==> src/utq_pkg.sv <==
`default_nettype none
package utq_pkg;

    localparam int QUEUE_DEPTH = 32;
    localparam int OCC_W       = $clog2(QUEUE_DEPTH + 1);
    localparam int IDX_W       = $clog2(QUEUE_DEPTH);
    localparam int TICKET_W    = 32;
    localparam int REQ_W       = 2;
    localparam int STATUS_W    = 3;

    localparam logic [REQ_W-1:0] REQ_INSERT  = 2'd0;
    localparam logic [REQ_W-1:0] REQ_REMOVE  = 2'd1;
    localparam logic [REQ_W-1:0] REQ_READOUT = 2'd2;

    localparam logic [STATUS_W-1:0] ST_OK      = 3'd0;
    localparam logic [STATUS_W-1:0] ST_DUP     = 3'd1;
    localparam logic [STATUS_W-1:0] ST_MISSING = 3'd2;
    localparam logic [STATUS_W-1:0] ST_FULL    = 3'd3;
    localparam logic [STATUS_W-1:0] ST_EMPTY   = 3'd4;

    typedef enum logic [1:0] {
        S_IDLE,
        S_EXEC,
        S_READ
    } state_t;

    typedef enum logic [2:0] {
        OP_NONE,
        OP_CAPTURE,
        OP_UPDATE,
        OP_READ_FIRST,
        OP_READ_NEXT
    } op_t;

    typedef struct packed {
        logic [REQ_W-1:0] kind;
        logic             empty;
        logic             last_first;
        logic             last_next;
        logic             out_free;
    } dp_status_t;

endpackage
`default_nettype wire

==> src/utq_ctrl.sv <==
`default_nettype none
module utq_ctrl
    import utq_pkg::*;
(
    input  wire logic       aclk,
    input  wire logic       aresetn,
    input  wire logic       s_tvalid,
    output logic            s_tready,
    input  wire dp_status_t status,
    output op_t             op
);

    state_t state_reg;
    state_t state_next;

    always_ff @(posedge aclk) begin
        if (!aresetn) begin
            state_reg <= S_IDLE;
        end else begin
            state_reg <= state_next;
        end
    end

    always_comb begin
        state_next = state_reg;
        unique case (state_reg)
            S_IDLE: begin
                if (s_tvalid) begin
                    state_next = S_EXEC;
                end
            end
            S_EXEC: begin
                unique case (status.kind) inside
                    REQ_INSERT, REQ_REMOVE: begin
                        if (status.out_free) begin
                            state_next = S_IDLE;
                        end
                    end
                    REQ_READOUT: begin
                        if (status.out_free) begin
                            if (status.empty || status.last_first) begin
                                state_next = S_IDLE;
                            end else begin
                                state_next = S_READ;
                            end
                        end
                    end
                    default: begin
                        state_next = S_IDLE;
                    end
                endcase
            end
            S_READ: begin
                if (status.out_free && status.last_next) begin
                    state_next = S_IDLE;
                end
            end
            default: begin
                state_next = S_IDLE;
            end
        endcase
    end

    always_comb begin
        s_tready = 1'b0;
        op       = OP_NONE;
        unique case (state_reg)
            S_IDLE: begin
                s_tready = 1'b1;
                if (s_tvalid) begin
                    op = OP_CAPTURE;
                end
            end
            S_EXEC: begin
                unique case (status.kind) inside
                    REQ_INSERT, REQ_REMOVE: begin
                        if (status.out_free) begin
                            op = OP_UPDATE;
                        end
                    end
                    REQ_READOUT: begin
                        if (status.out_free) begin
                            op = OP_READ_FIRST;
                        end
                    end
                    default: begin
                        op = OP_NONE;
                    end
                endcase
            end
            S_READ: begin
                if (status.out_free) begin
                    op = OP_READ_NEXT;
                end
            end
            default: begin
                op = OP_NONE;
            end
        endcase
    end

endmodule
`default_nettype wire

==> src/utq_datapath.sv <==
`default_nettype none
module utq_datapath
    import utq_pkg::*;
(
    input  wire logic                aclk,
    input  wire logic                aresetn,
    input  wire op_t                 op,
    input  wire logic [REQ_W-1:0]    in_kind,
    input  wire logic [TICKET_W-1:0] in_ticket,
    input  wire logic                out_ready,
    output dp_status_t               status,
    output logic                     out_valid,
    output logic [STATUS_W-1:0]      out_status,
    output logic [TICKET_W-1:0]      out_value,
    output logic                     out_last
);

    logic [REQ_W-1:0]    kind_reg;
    logic [TICKET_W-1:0] ticket_reg;
    logic [TICKET_W-1:0] entry_reg [QUEUE_DEPTH];
    logic [TICKET_W-1:0] entry_next [QUEUE_DEPTH];
    logic [OCC_W-1:0]    occ_reg;
    logic [OCC_W-1:0]    occ_next;
    logic [IDX_W-1:0]    rd_idx_reg;
    logic [IDX_W-1:0]    rd_idx_next;
    logic                out_valid_reg;
    logic                out_valid_next;
    logic [STATUS_W-1:0] out_status_reg;
    logic [STATUS_W-1:0] out_status_next;
    logic [TICKET_W-1:0] out_value_reg;
    logic [TICKET_W-1:0] out_value_next;
    logic                out_last_reg;
    logic                out_last_next;

    logic [QUEUE_DEPTH-1:0] match;
    logic [QUEUE_DEPTH-1:0] first_hit;
    logic [QUEUE_DEPTH-1:0] shift_mask;
    logic                   found;
    logic                   full;
    logic                   empty;
    logic                   out_free;
    logic                   last_first;
    logic                   last_next;

    always_comb begin
        for (int i = 0; i < QUEUE_DEPTH; i++) begin
            match[i] = (OCC_W'(i) < occ_reg) && (entry_reg[i] == ticket_reg);
        end
    end

    assign found      = |match;
    assign first_hit  = match & (~match + QUEUE_DEPTH'(1));
    assign shift_mask = ~(first_hit - QUEUE_DEPTH'(1));
    assign full       = (occ_reg == OCC_W'(QUEUE_DEPTH));
    assign empty      = (occ_reg == '0);
    assign out_free   = !out_valid_reg || out_ready;
    assign last_first = (occ_reg == OCC_W'(1));
    assign last_next  = ((OCC_W'(rd_idx_reg) + OCC_W'(1)) == occ_reg);

    always_comb begin
        entry_next      = entry_reg;
        occ_next        = occ_reg;
        rd_idx_next     = rd_idx_reg;
        out_valid_next  = out_valid_reg && !out_ready;
        out_status_next = out_status_reg;
        out_value_next  = out_value_reg;
        out_last_next   = out_last_reg;
        unique case (op)
            OP_UPDATE: begin
                out_valid_next = 1'b1;
                out_value_next = '0;
                out_last_next  = 1'b1;
                if (kind_reg == REQ_INSERT) begin
                    if (found) begin
                        out_status_next = ST_DUP;
                    end else if (full) begin
                        out_status_next = ST_FULL;
                    end else begin
                        out_status_next = ST_OK;
                        entry_next[occ_reg[IDX_W-1:0]] = ticket_reg;
                        occ_next = occ_reg + OCC_W'(1);
                    end
                end else begin
                    if (!found) begin
                        out_status_next = ST_MISSING;
                    end else begin
                        out_status_next = ST_OK;
                        for (int i = 0; i < QUEUE_DEPTH - 1; i++) begin
                            if (shift_mask[i]) begin
                                entry_next[i] = entry_reg[i + 1];
                            end
                        end
                        occ_next = occ_reg - OCC_W'(1);
                    end
                end
            end
            OP_READ_FIRST: begin
                out_valid_next = 1'b1;
                if (empty) begin
                    out_status_next = ST_EMPTY;
                    out_value_next  = '0;
                    out_last_next   = 1'b1;
                end else begin
                    out_status_next = ST_OK;
                    out_value_next  = entry_reg[0];
                    out_last_next   = last_first;
                end
                rd_idx_next = IDX_W'(1);
            end
            OP_READ_NEXT: begin
                out_valid_next  = 1'b1;
                out_status_next = ST_OK;
                out_value_next  = entry_reg[rd_idx_reg];
                out_last_next   = last_next;
                rd_idx_next     = rd_idx_reg + IDX_W'(1);
            end
            default: begin
                rd_idx_next = rd_idx_reg;
            end
        endcase
    end

    always_ff @(posedge aclk) begin
        if (!aresetn) begin
            occ_reg       <= '0;
            out_valid_reg <= 1'b0;
        end else begin
            occ_reg       <= occ_next;
            out_valid_reg <= out_valid_next;
        end
    end

    always_ff @(posedge aclk) begin
        if (op == OP_CAPTURE) begin
            kind_reg   <= in_kind;
            ticket_reg <= in_ticket;
        end
        entry_reg      <= entry_next;
        rd_idx_reg     <= rd_idx_next;
        out_status_reg <= out_status_next;
        out_value_reg  <= out_value_next;
        out_last_reg   <= out_last_next;
    end

    assign status.kind       = kind_reg;
    assign status.empty      = empty;
    assign status.last_first = last_first;
    assign status.last_next  = last_next;
    assign status.out_free   = out_free;

    assign out_valid  = out_valid_reg;
    assign out_status = out_status_reg;
    assign out_value  = out_value_reg;
    assign out_last   = out_last_reg;

    a_occ_bound: assert property (@(posedge aclk) disable iff (!aresetn)
        occ_reg <= OCC_W'(QUEUE_DEPTH))
        else $error("occupancy above depth");

    a_no_overwrite: assert property (@(posedge aclk) disable iff (!aresetn)
        (op == OP_UPDATE || op == OP_READ_FIRST || op == OP_READ_NEXT) |-> out_free)
        else $error("pending result overwritten");

    a_load_valid: assert property (@(posedge aclk) disable iff (!aresetn)
        (op == OP_UPDATE || op == OP_READ_FIRST || op == OP_READ_NEXT) |=> out_valid_reg)
        else $error("loaded result not presented");

    a_occ_step: assert property (@(posedge aclk) disable iff (!aresetn)
        1'b1 |=> (occ_reg == $past(occ_reg) || occ_reg == $past(occ_reg) + OCC_W'(1)
                  || occ_reg == $past(occ_reg) - OCC_W'(1)))
        else $error("occupancy moved by more than one");

endmodule
`default_nettype wire

==> src/unique_ticket_queue.sv <==
// Ordered queue of distinct 32-bit tickets with insert, remove-by-value and readout.
// Input channel s_*: s_tuser carries the request kind (insert, remove, readout),
// s_tdata the ticket. Kind 3 is dropped with no result.
// Result channel m_*: m_tuser carries the status, m_tdata the entry value
// (zero outside a readout), m_tlast marks the final result of a request.
// Insert and remove give one result each; readout gives one result per queued
// entry, head first, or a single empty-status result.
// Timing: a request is captured into registers, then executed in S_EXEC once the
// output register is free, where all entries are compared in parallel and a remove
// closes the gap in the same cycle. Insert and remove give their result from S_EXEC.
// Readout: S_EXEC sends the head entry and S_READ the rest, one entry per cycle
// through the output register while m_tready keeps it free.
// While a result waits in the output register, the next request is still taken;
// execution holds until m_tready frees the register, so a stalled receiver
// stalls the block with nothing lost.
// Reset empties the queue at once; no clearing pass is needed.
`default_nettype none
module unique_ticket_queue
    import utq_pkg::*;
(
    input  wire logic        aclk,
    input  wire logic        aresetn,
    input  wire logic        s_tvalid,
    output logic             s_tready,
    input  wire logic [31:0] s_tdata,   // [31:0] ticket
    input  wire logic [1:0]  s_tuser,   // [1:0] req_type
    output logic             m_tvalid,
    input  wire logic        m_tready,
    output logic [31:0]      m_tdata,   // [31:0] entry_value
    output logic [2:0]       m_tuser,   // [2:0] status
    output logic             m_tlast
);

    op_t        op;
    dp_status_t status;

    utq_ctrl u_ctrl (
        .aclk     (aclk),
        .aresetn  (aresetn),
        .s_tvalid (s_tvalid),
        .s_tready (s_tready),
        .status   (status),
        .op       (op)
    );

    utq_datapath u_datapath (
        .aclk       (aclk),
        .aresetn    (aresetn),
        .op         (op),
        .in_kind    (s_tuser),
        .in_ticket  (s_tdata),
        .out_ready  (m_tready),
        .status     (status),
        .out_valid  (m_tvalid),
        .out_status (m_tuser),
        .out_value  (m_tdata),
        .out_last   (m_tlast)
    );

endmodule
`default_nettype wire

==> config.mk <==
export PLATFORM = sky130hd
export DESIGN_NAME = unique_ticket_queue
export DESIGN_NICKNAME = d
export VERILOG_FILES = /design/src/utq_pkg.sv /design/src/utq_ctrl.sv /design/src/utq_datapath.sv /design/src/unique_ticket_queue.sv
export SDC_FILE = /design/constraint.sdc
export NUM_CORES = 2
export LEC_CHECK = 0
export BUFFER_PORTS_ARGS = -buffer_cell sky130_fd_sc_hd__buf_2
export CAP_MARGIN = 25
export CORE_ASPECT_RATIO = 0.75
export CORE_UTILIZATION = 38
export CTS_CLUSTER_DIAMETER = 80
export DETAILED_ROUTE_END_ITERATION = 10
export PLACE_DENSITY_LB_ADDON = 0.3
export SETUP_SLACK_MARGIN = 0.15
export SYNTH_ARGS = -nofsm -noshare
export SYNTH_HDL_FRONTEND = slang
export SYNTH_SLANG_ARGS = --single-unit
export TNS_END_PERCENT = 1
==> constraint.sdc <==
create_clock -name aclk -period 8.85 [get_ports aclk]
set_input_delay 0.885 -clock aclk [delete_from_list [all_inputs] [get_ports aclk]]
set_output_delay 0.885 -clock aclk [all_outputs]
set_load 0.005 [all_outputs]
# Word-level counts from Yosys, hierarchy flattened
# Index checks and enable logic that the tools add are counted.
# W data, S select, Z words.
# classes
bitwise_logic	7
muxes	71
n_lt_le_gt_ge	35
add_sub_neg	6
reduce_logical	113
eq_ne	49
# ops
operator	count
$mux W1024	2
$mux W992	2
$mux W32	35
$bwmux W1024	1
$eq A32 B32 Y1	32
$bmux W32 S5	1
$demux W32 S5	1
$reduce_and A5 Y1	31
$lt A5 B6 Y1 const A	16
$pmux W32 S3	1
$reduce_bool A2 Y1	33
$not A31 Y31	2
$lt A4 B6 Y1 const A	8
$logic_and A1 B1 Y1	35
$reduce_or A32 Y1	1
$add A31 B1 Y31 const B	1
$and A31 B31 Y31	1
$sub A31 B1 Y31 const B	1
$lt A3 B6 Y1 const A	4
$mux W6	4
$mux W2	10
$pmux W3 S3	2
$ge A6 B6 Y1 const B	2
$lt A1 B6 Y1 const A	2
34 further kinds	53
# totals
elab_cells	322
out_inout_bits	38
register_bits	1108
input_bits	38

# Logic depth before layout (Yosys ltp)
# logic_depth
ltp_word	10
mapped_depth	18

# Cells and area by module
# A second synthesis with hierarchy kept.
# unflattened
hier_cells	6206
hier_area_um2	67765.0
# by_module_without_submodules
mod	instances	cells_each	area_each_um2	seq_area_each_um2
utq_datapath	1	6187	67612.3	33141.8
utq_ctrl	1	19	152.6	40.0

# Worst setup path before layout
# OpenSTA, ideal clock, no wires.
# synth_path
path_kind	register -> register
start	reg u_datapath.occ_reg[1]
end	reg u_datapath.entry_reg[32] in the netlist's numbering (enable)
arrival_ps	5788
setup_slack_ps	2588
path_stages_with_launch	17
n_path_buf	1
t_required_ps	8376
setup_time_ps	474
path_cell_list	dfxtp_1 clkbuf_1 inv_1 ha_1 nor2b_1 nand2_1 nor2_1 nor4_1 nor2_1 and4_1 and3_4 nand2_2 inv_1 ha_1 nor4_1 mux2i_1 a221oi_1
# synth_via
elab_chain_cells	9
word_cells_on_any_way	76
cone_classes	add/sub (2); order compare (32); eq/ne (3); bitwise (3); reduce/logical (36)
# synth_lines
element	line_no	text
start: declaration	utq_datapath.sv:22	logic [OCC_W-1:0] occ_reg;
start signal: assignment	utq_datapath.sv:128	occ_reg <= occ_next;
$lt A1 B6 Y1 (tied with other cells)	utq_datapath.sv:47	match[i] = (OCC_W'(i) < occ_reg) && (entry_reg[i] == ticket_reg);
$logic_and A1 B1 Y1	utq_datapath.sv:47	
$not A31 Y31	utq_datapath.sv:52	assign first_hit = match & (~match + QUEUE_DEPTH'(1));
$add A31 B1 Y31	utq_datapath.sv:52	
$and A31 B31 Y31	utq_datapath.sv:52	
$sub A31 B1 Y31	utq_datapath.sv:53	assign shift_mask = ~(first_hit - QUEUE_DEPTH'(1));
$not A31 Y31	utq_datapath.sv:53	
$reduce_bool A2 Y1 (no source line)	n/a	
$reduce_and A5 Y1 (no source line) *	n/a	
end signal: assignment	utq_datapath.sv:138	entry_reg <= entry_next;
end: declaration	utq_datapath.sv:20	logic [TICKET_W-1:0] entry_reg [QUEUE_DEPTH];
# Mark *: on every way between the ends. The rest lies on a longest branch, timed or not.
# A chain may end at the register's enable or synchronous reset.

# Worst setup path after layout
# layout_path
start	reg u_datapath.ticket_reg[13]
end	reg u_datapath.entry_reg[42] in the netlist's numbering (enable)
# layout_via
elab_chain_cells	9
word_cells_on_any_way	75
cone_classes	add/sub (2); eq/ne (34); bitwise (3); reduce/logical (36)
# layout_lines
element	line_no	text
start: declaration	utq_datapath.sv:19	logic [TICKET_W-1:0] ticket_reg;
start signal: assignment	utq_datapath.sv:136	ticket_reg <= in_ticket;
$eq A32 B32 Y1	utq_datapath.sv:47	
$logic_and A1 B1 Y1	utq_datapath.sv:47	
$not A31 Y31	utq_datapath.sv:52	
$add A31 B1 Y31	utq_datapath.sv:52	
$and A31 B31 Y31	utq_datapath.sv:52	
$sub A31 B1 Y31	utq_datapath.sv:53	
$not A31 Y31	utq_datapath.sv:53	
$reduce_bool A2 Y1 (no source line)	n/a	
$reduce_and A5 Y1 (no source line) *	n/a	
# Marks and branches as above.

==> reports/results.txt <==
Worst r2r path cells - 15
Cell variety after synth - 72
Most frequent cells in the layout - 1,099 x edfxtp_1, 1,010 x nand2_1, 581 x o21ai_1
Worst hold path stage count - 1
Num ports - 76
DR vias - 55,800
FP Rows - 132
Static Leakage - 24.1 nW
Worst hold path type - input port to flip-flop
Final Setup Violations - 0
Max-cap violations - 0
Post-Syn Area - 0.0666 mm2
Commonest non-fill, non-tap cell in the layout - edfxtp_1
Async set-or-reset flop fraction in the synthesized netlist - 0%
Worst Max-Slew Pin Slew - 1.16 ns
YS warnings - 0
Die Y - 365 um
Synth Register Bits - 1,108
Routed met3 length - 74,800 um
Total gr overflow - 0
Placed inst area - 0.0693 mm2
Wire per inst - 41.3 um
Fill count - 16,200
Maximum clock insertion buffer count - 3
WL met1 - 126,000 um
Number of synthesized flops with an enable pin - 1,099
1st-iter DRT viols - 12,000
Vias in the first global route - 49,200
Final antenna-violating net count - 0
RSZ-0062 raised after global routing - false
Max FFs per register - 1,024
Startpoint Class - flip-flop
H-Tree Level Count - 3
Root buffer cell - clkbuf_16
Final total power - 0.0122 W
Post-Route WL - 333,000 um
DIE AREA - 0.177 mm2
First-pass GRT wire length - 440,000 um
Worst Path Arrival - 7.19 ns
Drt drc - 0
Area Overhead vs Synth - 9.94%
Period utilisation layout - 76.5%
Setup TNS - 0 ns
Avg Cell Area, Syn - 11.5 um2
Worst rel slew slack - 22.6%
Crit path capture type - flip-flop
Seq/Total Area, Yosys - 49.8%
Cells after Synth - 5,778
Hold_buf cts - 0
Share of layout cells above drive strength 1 - 14.6%
Req. time, crit path - 9.27 ns
DPL Wire Length - 227,000 um
Clk_skew - 0.0548 ns
Final-stage net count - 5,698
Vias per inst - 6.92
Top_reg_cell synth - edfxtp_1
Max layer used - met5
VDD IR max - 0.171 mV
CTS Buf Count - 119
Post-CTS Resized - 0
CP max FO - 32
Detailed Routing Iterations Pass 1 - 7
TritonCTS clock tree - built
Crit Path Class - flip-flop to flip-flop
Initial antenna violation count - 43
Status - completed
Postcts setup bufs - 0
F_max - 0.148 GHz
Slew Limit Fails - 0
Starting Density - 38.4%
Sinks on the clock net - 1,108
Clk Latency, worst-skew pair - 0.82 ns
Largest net degree at the start of global routing - 179
WL met2 - 119,000 um
Clock-pin transition on the worst setup and hold timing paths - 0.07 ns
Min Tclk post-route - 6.77 ns
Power Dens Cells - 166 mW/mm2
Port bufs - 75
Die Width - 485 um
Global-route usage over all layers - 36.6%
RePlAce Congestion - 1.07
Design area - 0.0732 mm2
Core ar. - 0.173 mm2
Synthesized net count - 5,822
Final Hold Fails - 0
[through the flow]
| step | instances | setup slack, ns | utilization (%) | hold WS, ns |
|---|---|---|---|---|
| after floorplan | 5778 | 2.59 | - | 0.421 |
| after global placement | 7799 | 2.80 | 39.9 | 0.459 |
| after detailed placement | 7806 | 2.65 | 40.0 | 0.476 |
| after CTS | 8027 | 2.61 | 42.2 | 0.230 |
| after global routing | 8035 | 2.25 | 42.2 | 0.245 |
| final | 8064 | 2.08 | 42.3 | 0.256 |
[power breakdown]
group / internal, W / total (W) / switching [W]
sequential: 0.00577 / 0.00581 / 0.0000473
combinational: 0.000333 / 0.00123 / 0.000894
clock: 0.00276 / 0.00515 / 0.00239
[layer usage]
layer  vias to the layer above  global-route usage [%]
li1                      21100                       -
met1                     28100                    49.9
met2                      5809                    43.8
met3                       752                    25.7
met4                        40                    11.9
met5                         -                    1.26
[worst max-delay path: stages (launching register included)]
cell and delay (ns):
edfxtp_1 1.04, buf_4 0.63, xnor2_1 0.22, nand4_1 0.15, or3_1 0.40, nor4_1 0.83
or3b_2 0.37, nor4_4 0.10, and3_4 0.22, nand2_2 0.19, inv_1 0.10, ha_1 0.29
nor4_1 0.51, mux2i_1 0.41, a221oi_4 0.29, buf_4 0.54
[area by class of cell]
| cell class | instances | area [um2] | area share (%) |
|---|---|---|---|
| clock buffer | 146 | 3110 | 4.25 |
| sequential | 1108 | 33200 | 45.3 |
| clock inverter | 75 | 683 | 0.933 |
| multi-input combinational | 4152 | 31100 | 42.5 |
| antenna | 32 | 80.1 | 0.109 |
| timing repair buffer | 262 | 2120 | 2.90 |
| inverter | 11 | 48.8 | 0.0667 |
| tap | 2278 | 2850 | 3.89 |
[final timing paths]
path	to	slack (ns)	startpoint
worst max register to register	u_datapath.entry_reg[42]$_DFFE_PP_	2.08	u_datapath.ticket_reg[13]$_DFFE_PN_
worst max-delay path	u_datapath.entry_reg[42]$_DFFE_PP_	2.08	u_datapath.ticket_reg[13]$_DFFE_PN_
worst min register to register	u_ctrl.state_reg[0]$_SDFFE_PN0P_	0.49	u_ctrl.state_reg[1]$_SDFFE_PN0P_
worst min-delay path	u_datapath.ticket_reg[18]$_DFFE_PN_	0.26	s_tdata[18]
[logic make-up (layout without fill, tap and decap cells)]
logic type                 count (synthesis)  after routing  share of synthesized area [%]
and+or+nand+nor                         1633           1633                           11.5
AOI/OAI and AO/OA                       1119           1119                           9.32
DFF                                     1108           1108                           49.8
xor gates and xnor gates                1032           1032                           13.6
buffers and inverters                    518            494                           4.20
muxes                                    362            362                           11.5
adders and majority gates                  6              6                          0.113
other                                      0             32                              0
[synthesized netlist by cell type (11+ instances only)]
| master | number | share of area [%] |
|---|---|---|
| a211oi_1 | 20 | 0.23 |
| mux2i_1 | 41 | 0.62 |
| buf_1 | 36 | 0.20 |
| xor2_1 | 460 | 6.1 |
| mux4_2 | 320 | 11 |
| o21ai_0 | 354 | 2.7 |
| clkbuf_1 | 259 | 1.5 |
| nand3_1 | 57 | 0.43 |
| nor3_1 | 49 | 0.37 |
| xnor2_1 | 572 | 7.5 |
| and3_1 | 16 | 0.15 |
| nor2_1 | 67 | 0.38 |
| edfxtp_1 | 1099 | 50 |
| a21oi_1 | 12 | 0.090 |
| buf_2 | 47 | 0.35 |
| buf_4 | 116 | 1.3 |
| nor4_1 | 151 | 1.4 |
| nor2b_1 | 11 | 0.10 |
| inv_1 | 11 | 0.062 |
| a22o_1 | 96 | 1.3 |
| a221oi_1 | 15 | 0.20 |
| o21ai_1 | 581 | 4.4 |
| buf_6 | 46 | 0.78 |
| nand2_4 | 29 | 0.49 |
| nand2_1 | 1011 | 5.7 |
| nand4_1 | 169 | 1.6 |
(Power assumes the default switching activity.)
